===== config.mk =====
export PLATFORM = sky130hd
export DESIGN_NAME = wbrm_ram
export DESIGN_NICKNAME = d
export VERILOG_FILES = /design/src/rtl/core/wbrm_ram.sv
export SDC_FILE = /design/constraint.sdc
export NUM_CORES = 2
export LEC_CHECK = 0
export BUFFER_PORTS_ARGS = -buffer_cell sky130_fd_sc_hd__buf_2
export CORE_AREA = 2 2 520 522
export CTS_CLUSTER_SIZE = 12
export DETAILED_ROUTE_END_ITERATION = 6
export DIE_AREA = 0 0 522 524
export HOLD_SLACK_MARGIN = 0.05
export MAX_ROUTING_LAYER = met4
export PLACE_DENSITY = 0.71
export SLEW_MARGIN = 10
export SYNTH_ARGS = -nofsm -noshare
export SYNTH_HDL_FRONTEND = slang
export SYNTH_SLANG_ARGS = --single-unit

===== constraint.sdc =====
create_clock -name clk_i -period 8.3 [get_ports clk_i]
set_input_delay 1.245 -clock clk_i [delete_from_list [all_inputs] [get_ports clk_i]]
set_output_delay 1.245 -clock clk_i [all_outputs]
set_load 0.01 [all_outputs]

===== src/rtl/core/wbrm_ram.sv =====
// Generic simple dual-port RAM: one write port, one read port, registered read.
// No dependencies.
`default_nettype none

module wbrm_ram #(
  parameter int unsigned WIDTH = 64,
  parameter int unsigned DEPTH = 60
) (
  input  logic                     clk_i,
  input  logic                     we_i,
  input  logic [$clog2(DEPTH)-1:0] waddr_i,
  input  logic [WIDTH-1:0]         wdata_i,
  input  logic [$clog2(DEPTH)-1:0] raddr_i,
  output logic [WIDTH-1:0]         rdata_o
);

  logic [WIDTH-1:0] mem_q [DEPTH];
  logic [WIDTH-1:0] rdata_q;

  always_ff @(posedge clk_i) begin
    if (we_i) begin
      mem_q[waddr_i] <= wdata_i;
    end
    rdata_q <= mem_q[raddr_i];
  end

  assign rdata_o = rdata_q;

endmodule

`default_nettype wire


* Word level (Yosys, flattened, before mapping)
Memory sizes are Yosys's and may differ from the RTL's. A register that Yosys moved wholly into a read port is not among the register bits.
Cells that the tools add are included.
** Storage, ports and cells
- Register bits :: 0
- Bits in latches :: 0
- RAM bits :: 3840
- ROM bits :: 0
- Input port bits :: 78
- Output and inout bits :: 64
- Logic and storage cells :: 3
- Memories :: 1
** Operators by class
- Add/subtract/negate cells :: 0
- Multipliers :: 0
- Divide/modulo/power cells :: 0
- $lt $le $gt $ge :: 0
- Equal/unequal tests :: 0
- Shifts and indexed selects :: 0
- Multiplexer cells :: 2
- Bitwise logic cells :: 0
- Reduce and logical (&&, ||, !) cells :: 0
** Memories
- mem_q :: words 60, bits a word 64, read ports 1, clocked after Yosys merged registers in 1, write ports 1, RTL line 17 : logic [WIDTH-1:0] mem_q [DEPTH];
** Operator list (number)
- $mux W1 :: 2

* Depth between registers and ports, before layout
- Depth after elaboration :: 2
- Gate-level depth with buffers :: 10
- Mapped depth without buffers :: 5

* Worst setup path after synthesis
No wires, ideal clock.
- Kind :: input -> register
- From :: input port waddr_i[4]
- To :: memory mem_q[32][0] (enable)
- Setup time :: 0.564 ns
- Arrival :: 6.070 ns
- Data required time :: 7.736 ns
- Setup slack :: 1.666 ns
- Stages on the path :: 4
- Buffers on the path :: 1
- Cell sequence :: clkbuf_1 nor2_1 nand4b_1 nor3_1
** RTL lines
- start, declared :: RTL line 11 : input logic [$clog2(DEPTH)-1:0] waddr_i,
- end, declared :: RTL line 17
No word-level cell before the write port.

* Final worst setup path
- From :: input port we_i
- To :: memory mem_q[59][23] (enable)
** On the way
- Word-level cells in the longest chain between the ends :: 2
** Ends and longest elaborated chain
- start, declared :: RTL line 10 : input logic we_i,
- $mux W1 :: RTL line 21 : if (we_i) begin
- $mux W1 (implied by the code) :: RTL line 22 : mem_q[waddr_i] <= wdata_i;
No other way between the ends.

==> results.yml <==
run_status:
  status: "complete, no violations"
yosys:
  seq_area_frac_synth_pct: 79.3
  synthSimpleGateAreaFrac_pct: 0.787
  yosys.cell_types.count: 42
  syn_area_um2: 147000
  synth_compound_area_share_pct: 2.38
  yosysTopAreaCell: "edfxtp_1"
  synth_nets: 6286
  avgSynthCellArea_um2: 23.7
  async_reset_ff_share_pct: 0
  synthMuxAreaShare_pct: 16.3
  ys.flop_type: "edfxtp_1"
  synth_xor_area_share_pct: 0
  synth_warnings: 0
  synth.area.top_cells: "edfxtp_1, mux4_2, mux2i_1, dfxtp_1, a22oi_1"
  synth_fa_ha_area_share_pct: 0
  synth_top_area_share_pct: 78.5
  synth_edf_count: 3840
  netlist_instances: 6208
  synth_top_family_by_area: "multiplexers"
  ys_seq_elements: 3904
placement:
  dp_slack_ps: 3480
  place_area_um2: 153000
  io_buffers: 141
  dp_hpwl_um: 207000
  gp_congestion: 0.840
routing:
  drt_iter0_drc: 10900
  drt_wl_total_um: 381000
  vias_per_cell: 6.82
  ant_nets: 0
  drcViolationCount: 0
  vias: 70900
  first_pass_iters: 5
  routedWlPerCell_um: 36.7
sta:
  tightest_slew_ps: 1350
  slew_viol_final: 0
  skew_ps: 47.2
  period_needed_ps: 4040
  max_freq_mhz: 247
  setup_tns_ps: 0
  min_period_over_period_pct: 48.7
  fin_ws_ps: 4260
  finalSetupViolCount: 0
  rsz0062_at_grt: "false"
  hold_viol: 0
  relSlewSlack_pct: 9.65
finish:
  final_cell_mix: "edfxtp_1, mux4_2, clkbuf_16"
  layout-drive-gt1-share_pct: 27.0
  final_nets: 6642
  fin_area_um2: 164000
  fill_cells: 17600
  layout_commonest_cell: "edfxtp_1"
  syn_to_final_growth_pct: 11.3
floorplan:
  rows: 190
  die-area_um2: 274000
  fp.dieH_um: 524
  fp.coreArea_um2: 267000
  initial_core_util_pct: 55.0
  die-width_um: 522
  num_io_pins: 142
clocking:
  post_cts_buffers: 0
  cts_sinks: 3904
  postCtsHoldBufs: 0
  ctsLongestPathBuffers: 4
  cts_resized: 0
  clk_pin_slew_ps: 60
  cts_made_buffers: 386
  clock_latency_ps: 930
  cts_tree: "built"
  htree_levels: 5
  cts_root_buf: "clkbuf_16"
power:
  leakagePower_nw: 50.7
  total_power_mw: 39.6
  vdd_drop_max_uv: 176
  clkPwrFrac_pct: 39.9
  seqPwrFrac_pct: 55.3
  power_density_nw_per_um2: 242
  p_int_mw: 31.4
  power_frac_comb_pct: 4.7
  p_sw_share_pct: 20.9
  switchingPower_mw: 8.29
global_route:
  grt.total_usage_pct: 28.9
  grt_pass1_vias: 70800
  antenna_found_initial: 42
  grt_pass1_wl_um: 538000
  grt_max_degree: 142
  grt_overflow: 0
critical_path:
  critPathMaxFanout: 40
  startpoint_type: "primary input"
  cp_data_required_time_ps: 8820
  crit_path_end_kind: "flip-flop"
  worstPathArrival_ps: 4560
  path_class: "in2reg"
hold_path:
  holdCritPathClass: "reg2reg"
flow_run:
  cap_violations: 0
## cells by family (layout without fill, tap and decap cells)
| logic type | after synthesis | after routing |
|---|---|---|
| simple gates | 263 | 263 |
| compound gates | 526 | 526 |
| buf+inv | 344 | 942 |
| flops | 3904 | 3904 |
| other cells | 0 | 33 |
| mux | 1171 | 1171 |
## critical path: stages
cell	delay (ps)
buf_2	250
nor2b_1	330
nand3_1	590
nor2_4	1200
buf_4	820
## area by class of cell
| cell class | count | area [um^2] | area share, % |
|---|---|---|---|
| diodes | 33 | 82.6 | 0.0505 |
| clock buffers | 577 | 10700 | 6.53 |
| clock inverters | 53 | 352 | 0.215 |
| multi-input cells | 1960 | 29200 | 17.8 |
| flip-flops and latches | 3904 | 117000 | 71.2 |
| well taps | 3552 | 4440 | 2.72 |
| repair buffers | 312 | 2320 | 1.42 |
## per-layer routing
| metal | vias to the layer above | part of all wire (%) | global-route usage [%] |
|---|---|---|---|
| met3 | 731 | 12 | 5.66 |
| met4 | 0 | 3.4 | 9.08 |
| met1 | 38100 | 37 | 39.5 |
| met2 | 4624 | 48 | 44.7 |
| met5 | - | 0 | - |
| li1 | 27400 | - | - |
## state kept, by name (all words and copies together), names as in the netlist
register and count:
mem_q 3840, rdata_o 64
## final timing paths
check                           slack (ps)  depth (start not counted)           from             to
worst min-delay path                   700                          3  mem_q[59][21]    rdata_o[21]
worst max-delay path                  4260                          5           we_i  mem_q[59][23]
worst min register to register         700                          3  mem_q[59][21]    rdata_o[21]
worst max register to register        6000                          5   mem_q[9][32]    rdata_o[32]
## synth_stat cells (all sizes together) (36+ instances only)
cell type	count
nor2	101
o22ai	37
a211oi	36
mux4	978
a21oi	122
clkbuf	152
dfxtp	64
nand2	85
mux2i	161
a22oi	139
buf	192
o21ai	84
edfxtp	3840
## through the flow
stage / instances / util (%) / hold WS [ps]
after global placement: 9727 / 57.0 / 708
final: 10400 / 61.2 / 701
after global routing: 10400 / 61.2 / 708
after CTS: 10400 / 61.2 / 703
after detailed placement: 9727 / 57.0 / 722
after floorplan: 6208 / - / 688
## power by group through the flow
stage          registers (mW)  clock network, mW  logic (mW)
2_1_floorplan            22.3                  0        1.03
3_3_place_gp             22.3                  0        1.83
3_5_place_dp             22.4                  0        1.87
4_1_cts                  21.9               16.0        1.87
5_1_grt                  21.9               16.7        1.97
6_report                 21.9               15.8        1.87
Power figures use the tool's default switching activity.
