File: src/rtl/core/wbrm_div.sv
// Restoring divider, one quotient bit per cycle, for the rate quotient.
// No package dependencies; widths come from the top level.
`default_nettype none

module wbrm_div #(
  parameter int unsigned DVD_W = 48,
  parameter int unsigned DVS_W = 38
) (
  input  logic             clk_i,
  input  logic             rst_ni,
  input  logic             start_i,
  input  logic [DVD_W-1:0] dividend_i,
  input  logic [DVS_W-1:0] divisor_i,
  output logic             done_o,
  output logic [DVD_W-1:0] quotient_o
);

  localparam int unsigned CNT_W = $clog2(DVD_W + 1);

  logic             busy_q, busy_d;
  logic             done_q, done_d;
  logic [CNT_W-1:0] cnt_q, cnt_d;
  logic [DVS_W-1:0] rem_q, rem_d;
  logic [DVD_W-1:0] quo_q, quo_d;

  logic [DVS_W:0]   rem_sh;
  logic [DVS_W+1:0] diff;
  logic             fits;

  assign rem_sh = {rem_q, quo_q[DVD_W-1]};
  assign diff   = {1'b0, rem_sh} - {2'b00, divisor_i};
  assign fits   = ~diff[DVS_W+1];

  always_comb begin
    busy_d = busy_q;
    done_d = 1'b0;
    cnt_d  = cnt_q;
    rem_d  = rem_q;
    quo_d  = quo_q;
    if (start_i) begin
      busy_d = 1'b1;
      cnt_d  = CNT_W'(DVD_W);
      rem_d  = '0;
      quo_d  = dividend_i;
    end else if (busy_q) begin
      // shift in the next dividend bit, subtract when it fits
      rem_d = fits ? diff[DVS_W-1:0] : rem_sh[DVS_W-1:0];
      quo_d = {quo_q[DVD_W-2:0], fits};
      cnt_d = cnt_q - CNT_W'(1);
      if (cnt_q == CNT_W'(1)) begin
        busy_d = 1'b0;
        done_d = 1'b1;
      end
    end
  end

  always_ff @(posedge clk_i or negedge rst_ni) begin
    if (!rst_ni) begin
      busy_q <= 1'b0;
      done_q <= 1'b0;
      cnt_q  <= '0;
    end else begin
      busy_q <= busy_d;
      done_q <= done_d;
      cnt_q  <= cnt_d;
    end
  end

  always_ff @(posedge clk_i) begin
    rem_q <= rem_d;
    quo_q <= quo_d;
  end

  assign done_o     = done_q;
  assign quotient_o = quo_q;

endmodule

`default_nettype wire
File: config.mk
export PLATFORM = sky130hd
export DESIGN_NAME = wbrm_div
export DESIGN_NICKNAME = d
export VERILOG_FILES = /design/src/rtl/core/wbrm_div.sv
export SDC_FILE = /design/constraint.sdc
export NUM_CORES = 1
export LEC_CHECK = 0
export BUFFER_PORTS_ARGS = -buffer_cell sky130_fd_sc_hd__clkbuf_2
export CORE_MARGIN = 10
export CORE_UTILIZATION = 35
export CTS_BUF_LIST = sky130_fd_sc_hd__clkbuf_2 sky130_fd_sc_hd__clkbuf_4 sky130_fd_sc_hd__clkbuf_8
export CTS_CLUSTER_SIZE = 14
export DETAILED_ROUTE_END_ITERATION = 10
export HOLD_SLACK_MARGIN = 0.1
export MAX_ROUTING_LAYER = met4
export PLACE_DENSITY = 0.65
export SETUP_SLACK_MARGIN = 0.1
export SYNTH_ARGS = -nofsm -noshare
export SYNTH_HDL_FRONTEND = slang
export SYNTH_SLANG_ARGS = --single-unit
File: constraint.sdc
create_clock -name clk_i -period 3.4 [get_ports clk_i]
set_input_delay 0.34 -clock clk_i [delete_from_list [all_inputs] [get_ports clk_i]]
set_output_delay 0.34 -clock clk_i [all_outputs]
set_load 0.05 [all_outputs]
* Yosys cells after proc, flatten, opt, wreduce, memory -nomap -nowiden
Index checks and enable logic that the tools add are counted.
Cells by class: add/sub/neg operators 2, equal/unequal tests 1, muxes and demuxes 11, bitwise logic cells 1, reduce and logical (&&, ||, !) cells 1
Operator list (number):
- 48-bit 2-to-1 mux | 2
- 39-bit by 38-bit subtractor with 40-bit output | 1
- 38-bit 2-to-1 mux | 1
- 6-bit 2-to-1 mux | 2
- 6-bit by 1-bit == test with 1-bit output, second input constant | 1
- 1-bit 2-to-1 mux | 6
- 6-bit by 1-bit subtractor with 6-bit output, second input constant | 1
- 2-bit nonzero test | 1
- 1-bit NOT | 1
Word-level totals: bits in registers 94, input port bits 89, output and inout bits 49, word-level logic and storage cells 21

* Depth between registers and ports, before layout
depth in word-level cells 4, mapped depth 14, depth with buffers taken out 13

* Least setup slack after synthesis
No wires, ideal clock.
kind reg2reg, start register quo_q[47] (netlist: quotient_o[47]), end register rem_q[34], arrival time 3176 ps, setup slack 132 ps, cell stages (with the launch flop) 14, buffers on the path 0, clock period less this slack 3268 ps, cell sequence edfxtp_1 > inv_1 > ha_1 > inv_1 > fa_1 > a211oi_1 > o21ai_1 > a211oi_1 > o22ai_2 > a21oi_2 > o21bai_1 > nand3_1 > mux2_1 > a311oi_1
Between the ends: cells in the longest elaborated chain, start to end 2
Ends and longest elaborated chain:
- from (decl) | RTL line 24 | logic [DVD_W-1:0] quo_q, quo_d;
- from (signal assigned) | RTL line 71 | quo_q <= quo_d;
- 39-bit by 38-bit subtractor with 40-bit output | RTL line 31 | assign diff = {1'b0, rem_sh} - {2'b00, divisor_i};
- 38-bit 2-to-1 mux | RTL line 47 | rem_d = fits ? diff[DVS_W-1:0] : rem_sh[DVS_W-1:0];
- to (signal assigned) | RTL line 70 | rem_q <= rem_d;
- to (decl) | RTL line 23 | logic [DVS_W-1:0] rem_q, rem_d;
No other way between the ends. A chain may end at the register's enable or synchronous reset.

* Worst setup path after layout
Ends and elaborated chain as after synthesis.

==> impl_metrics.tcl <==
set metrics [dict create \
    drcViolationCount 0 \
    hpwl_um 13600 \
    nFillCells 1807 \
    grt_pass1_wl_um 27700 \
    crit_path_max_fanout 3 \
    yosysSeqAreaShare_pct 37.0 \
    synthMostInstantiatedCell "nand2_1" \
    synth_edf_count 48 \
    fin_skew_ns 0.0176 \
    regArea_um2 2400 \
    syn_nets 803 \
    ys_ff_latch 94 \
    drive_gt1_share_pct 34.1 \
    finalPower_mw 5.17 \
    layout.cell_area.non_filler_um2 7570 \
    cp-start-kind "register" \
    viasPerCell 5.18 \
    synthToLayoutAreaGrowth_pct 16.5 \
    cts_sinks 94 \
    synth_area_leaders "edfxtp_1, dfxtp_1, mux2_2" \
    drv_cap 0 \
    yosys.area.top_type_share_pct 22.2 \
    arrival_ns 3.35 \
    status "completed" \
    clock_latency_ns 0.39 \
    drt_iter0_markers 271 \
    place.gp.congestion 0.897 \
    yosys_warnings 0 \
    powerDensity_nw_per_um2 683 \
    fin_cells 1033 \
    synthesis.area_um2 6500 \
    track_usage_pct 14.5 \
    cts_tree "built" \
    die_y_um 156 \
    ys.flop_type "edfxtp_1" \
    fin_crit_sh_pct 89.7 \
    setup-violations-final 0 \
    diodes 0 \
    fp.dieW_um 156 \
    leakage_nw 3.26 \
    hold_violations 0 \
    finalCriticalPeriod_ns 3.05 \
    rsz0062_at_grt "no" \
    start_util_pct 35.9 \
    firstDrtPassIters 4 \
    drt_wl_total_um 17500 \
    setup_tns_ns 0 \
    ys_async_sr_fraction_pct 8.51 \
    vias 5351 \
    cts_root_buffer "clkbuf_8" \
    cts_buffers 9 \
    multi_input_area_um2 3730 \
    r2r_setup_slack_ns 0.35 \
    slew_headroom_pct 40.6 \
    clkTransAtPathRegs_ns 0.11 \
    fin_nets 929 \
    antenna_found_initial 0 \
    worst_pin_slew_ns 0.892 \
    ios 138 \
    hp-class "in -> reg" \
    wl_per_cell_um 16.9 \
    gr-total-overflow 0 \
    clock_path_buffers 2 \
    coreArea_um2 18100 \
    max_freq_mhz 328 \
    place_inst 1015 \
    yosys.area.top_type "edfxtp_1" \
    rows 49 \
    synth_area_per_cell_um2 9.65 \
    drtAntennaViolNets 0 \
    dpl-instance-area_um2 7360 \
    required_ns 3.70 \
    drv_slew 0 \
    die-area_um2 24400 \
    grt_pass1_vias 5305 \
    critical_path_class "reg -> reg" \
    ir_drop_mv 0.254 \
    io_buffers 137 \
    grt_max_degree 68 \
    synth_cell_type_count 67 \
    end_kind "register" \
    syn_inst 673 \
    cts-htree-levels 3 \
    ys_top_cells_by_count "nand2_1, nor2_1, mux2_2" \
]
[repair_timing]
item	4_1_cts	5_1_grt
hold buffers	1	0
pin swaps	0	1
hold endpoints to repair	8	0
setup buffers	0	1
resized for setup	1	2
endpoints found under the setup margin	1	3
[kinds of logic (layout without fill, tap and decap cells)]
| family | Yosys count | in the layout | synth area share [%] |
|---|---|---|---|
| buf+inv | 82 | 213 | 5.74 |
| simple gates | 190 | 190 | 14.1 |
| mux | 52 | 52 | 8.98 |
| compound gates | 177 | 177 | 21.2 |
| fa+ha+maj | 41 | 41 | 8.01 |
| flops | 94 | 94 | 37.0 |
| xor+xnor | 37 | 37 | 4.99 |
[stage by stage]
stage / setup slack, ns / util, % / hold WS [ns]
after floorplan: 0.132 / - / 0.0444
after global placement: 0.139 / 40.7 / 0.196
after detailed placement: 0.0224 / 40.7 / 0.197
after CTS: 0.178 / 41.8 / 0.225
after global routing: 0.162 / 41.9 / 0.235
final: 0.350 / 41.9 / 0.244
[power by group]
| group | switching [mW] | internal (mW) |
|---|---|---|
| registers | 0.190 | 1.45 |
| clock network | 0.453 | 0.287 |
| logic | 1.68 | 1.10 |
[critical path, stage by stage (launching register included)]
cell,delay (ns)
edfxtp_1,0.43
inv_1,0.08
ha_1,0.15
inv_1,0.06
fa_2,0.37
a211oi_2,0.27
o21ai_1,0.15
a211oi_2,0.35
o22ai_2,0.14
a21oi_2,0.19
o21bai_1,0.12
nand3_1,0.10
mux2_1,0.32
a311oi_1,0.25
[final cells by class]
| type | instances | share of cell area (%) |
|---|---|---|
| clock buffer | 10 | 1.74 |
| clock inverter | 6 | 0.678 |
| inverter | 47 | 2.33 |
| multi-input combinational | 497 | 49.3 |
| sequential | 94 | 31.7 |
| tap | 229 | 3.78 |
| timing repair buffer | 150 | 10.4 |
[state kept, by name, indices dropped and copies added (netlist names)]
signal and flops:
cnt_q 6, busy_q 1, done_o 1, rem_q 38, quotient_o 48
[placed cells by master, fill, tap and decap left out, types with 5 or more instances in the layout]
| master | count |
|---|---|
| clkbuf_2 | 136 |
| nand2_1 | 62 |
| nor2_1 | 55 |
| mux2_2 | 49 |
| a21oi_1 | 48 |
| edfxtp_1 | 48 |
| inv_1 | 46 |
| ha_1 | 40 |
| dfxtp_1 | 38 |
| o21ai_0 | 24 |
| xnor2_1 | 22 |
| a311oi_2 | 20 |
| nand2_2 | 15 |
| xor2_1 | 15 |
| buf_4 | 13 |
| nand4_1 | 9 |
| a21o_1 | 9 |
| nand2b_1 | 9 |
| clkbuf_8 | 9 |
| o21bai_1 | 8 |
| o21a_1 | 8 |
| nor3_1 | 7 |
| a32oi_1 | 7 |
| dfrtp_1 | 7 |
| and3_1 | 6 |
| and2_1 | 6 |
| o211ai_1 | 6 |
| o31ai_1 | 6 |
| a31oi_1 | 6 |
| nor2b_1 | 5 |
| nand3_1 | 5 |
[per-layer routing]
layer | GRT usage (%) | share of wire (%) | up-vias
met1 | 18.1 | 46 | 2548
met2 | 23.7 | 50 | 87
met5 | - | 0 | -
met3 | 1.84 | 2.7 | 19
li1 | - | - | 2697
met4 | 5.26 | 1.9 | 0
[final timing paths]
path | from | endpoint | cells past startpoint
max reg2reg | quotient_o[47] | rem_q[34] | 13
max in group asynchronous | rst_ni | busy_q | 2
min in group asynchronous | rst_ni | busy_q | 2
min reg2reg | rem_q[2] | rem_q[2] | 2
max | quotient_o[47] | rem_q[34] | 13
min | dividend_i[44] | quotient_o[44] | 2
(Power assumes the default switching activity.)
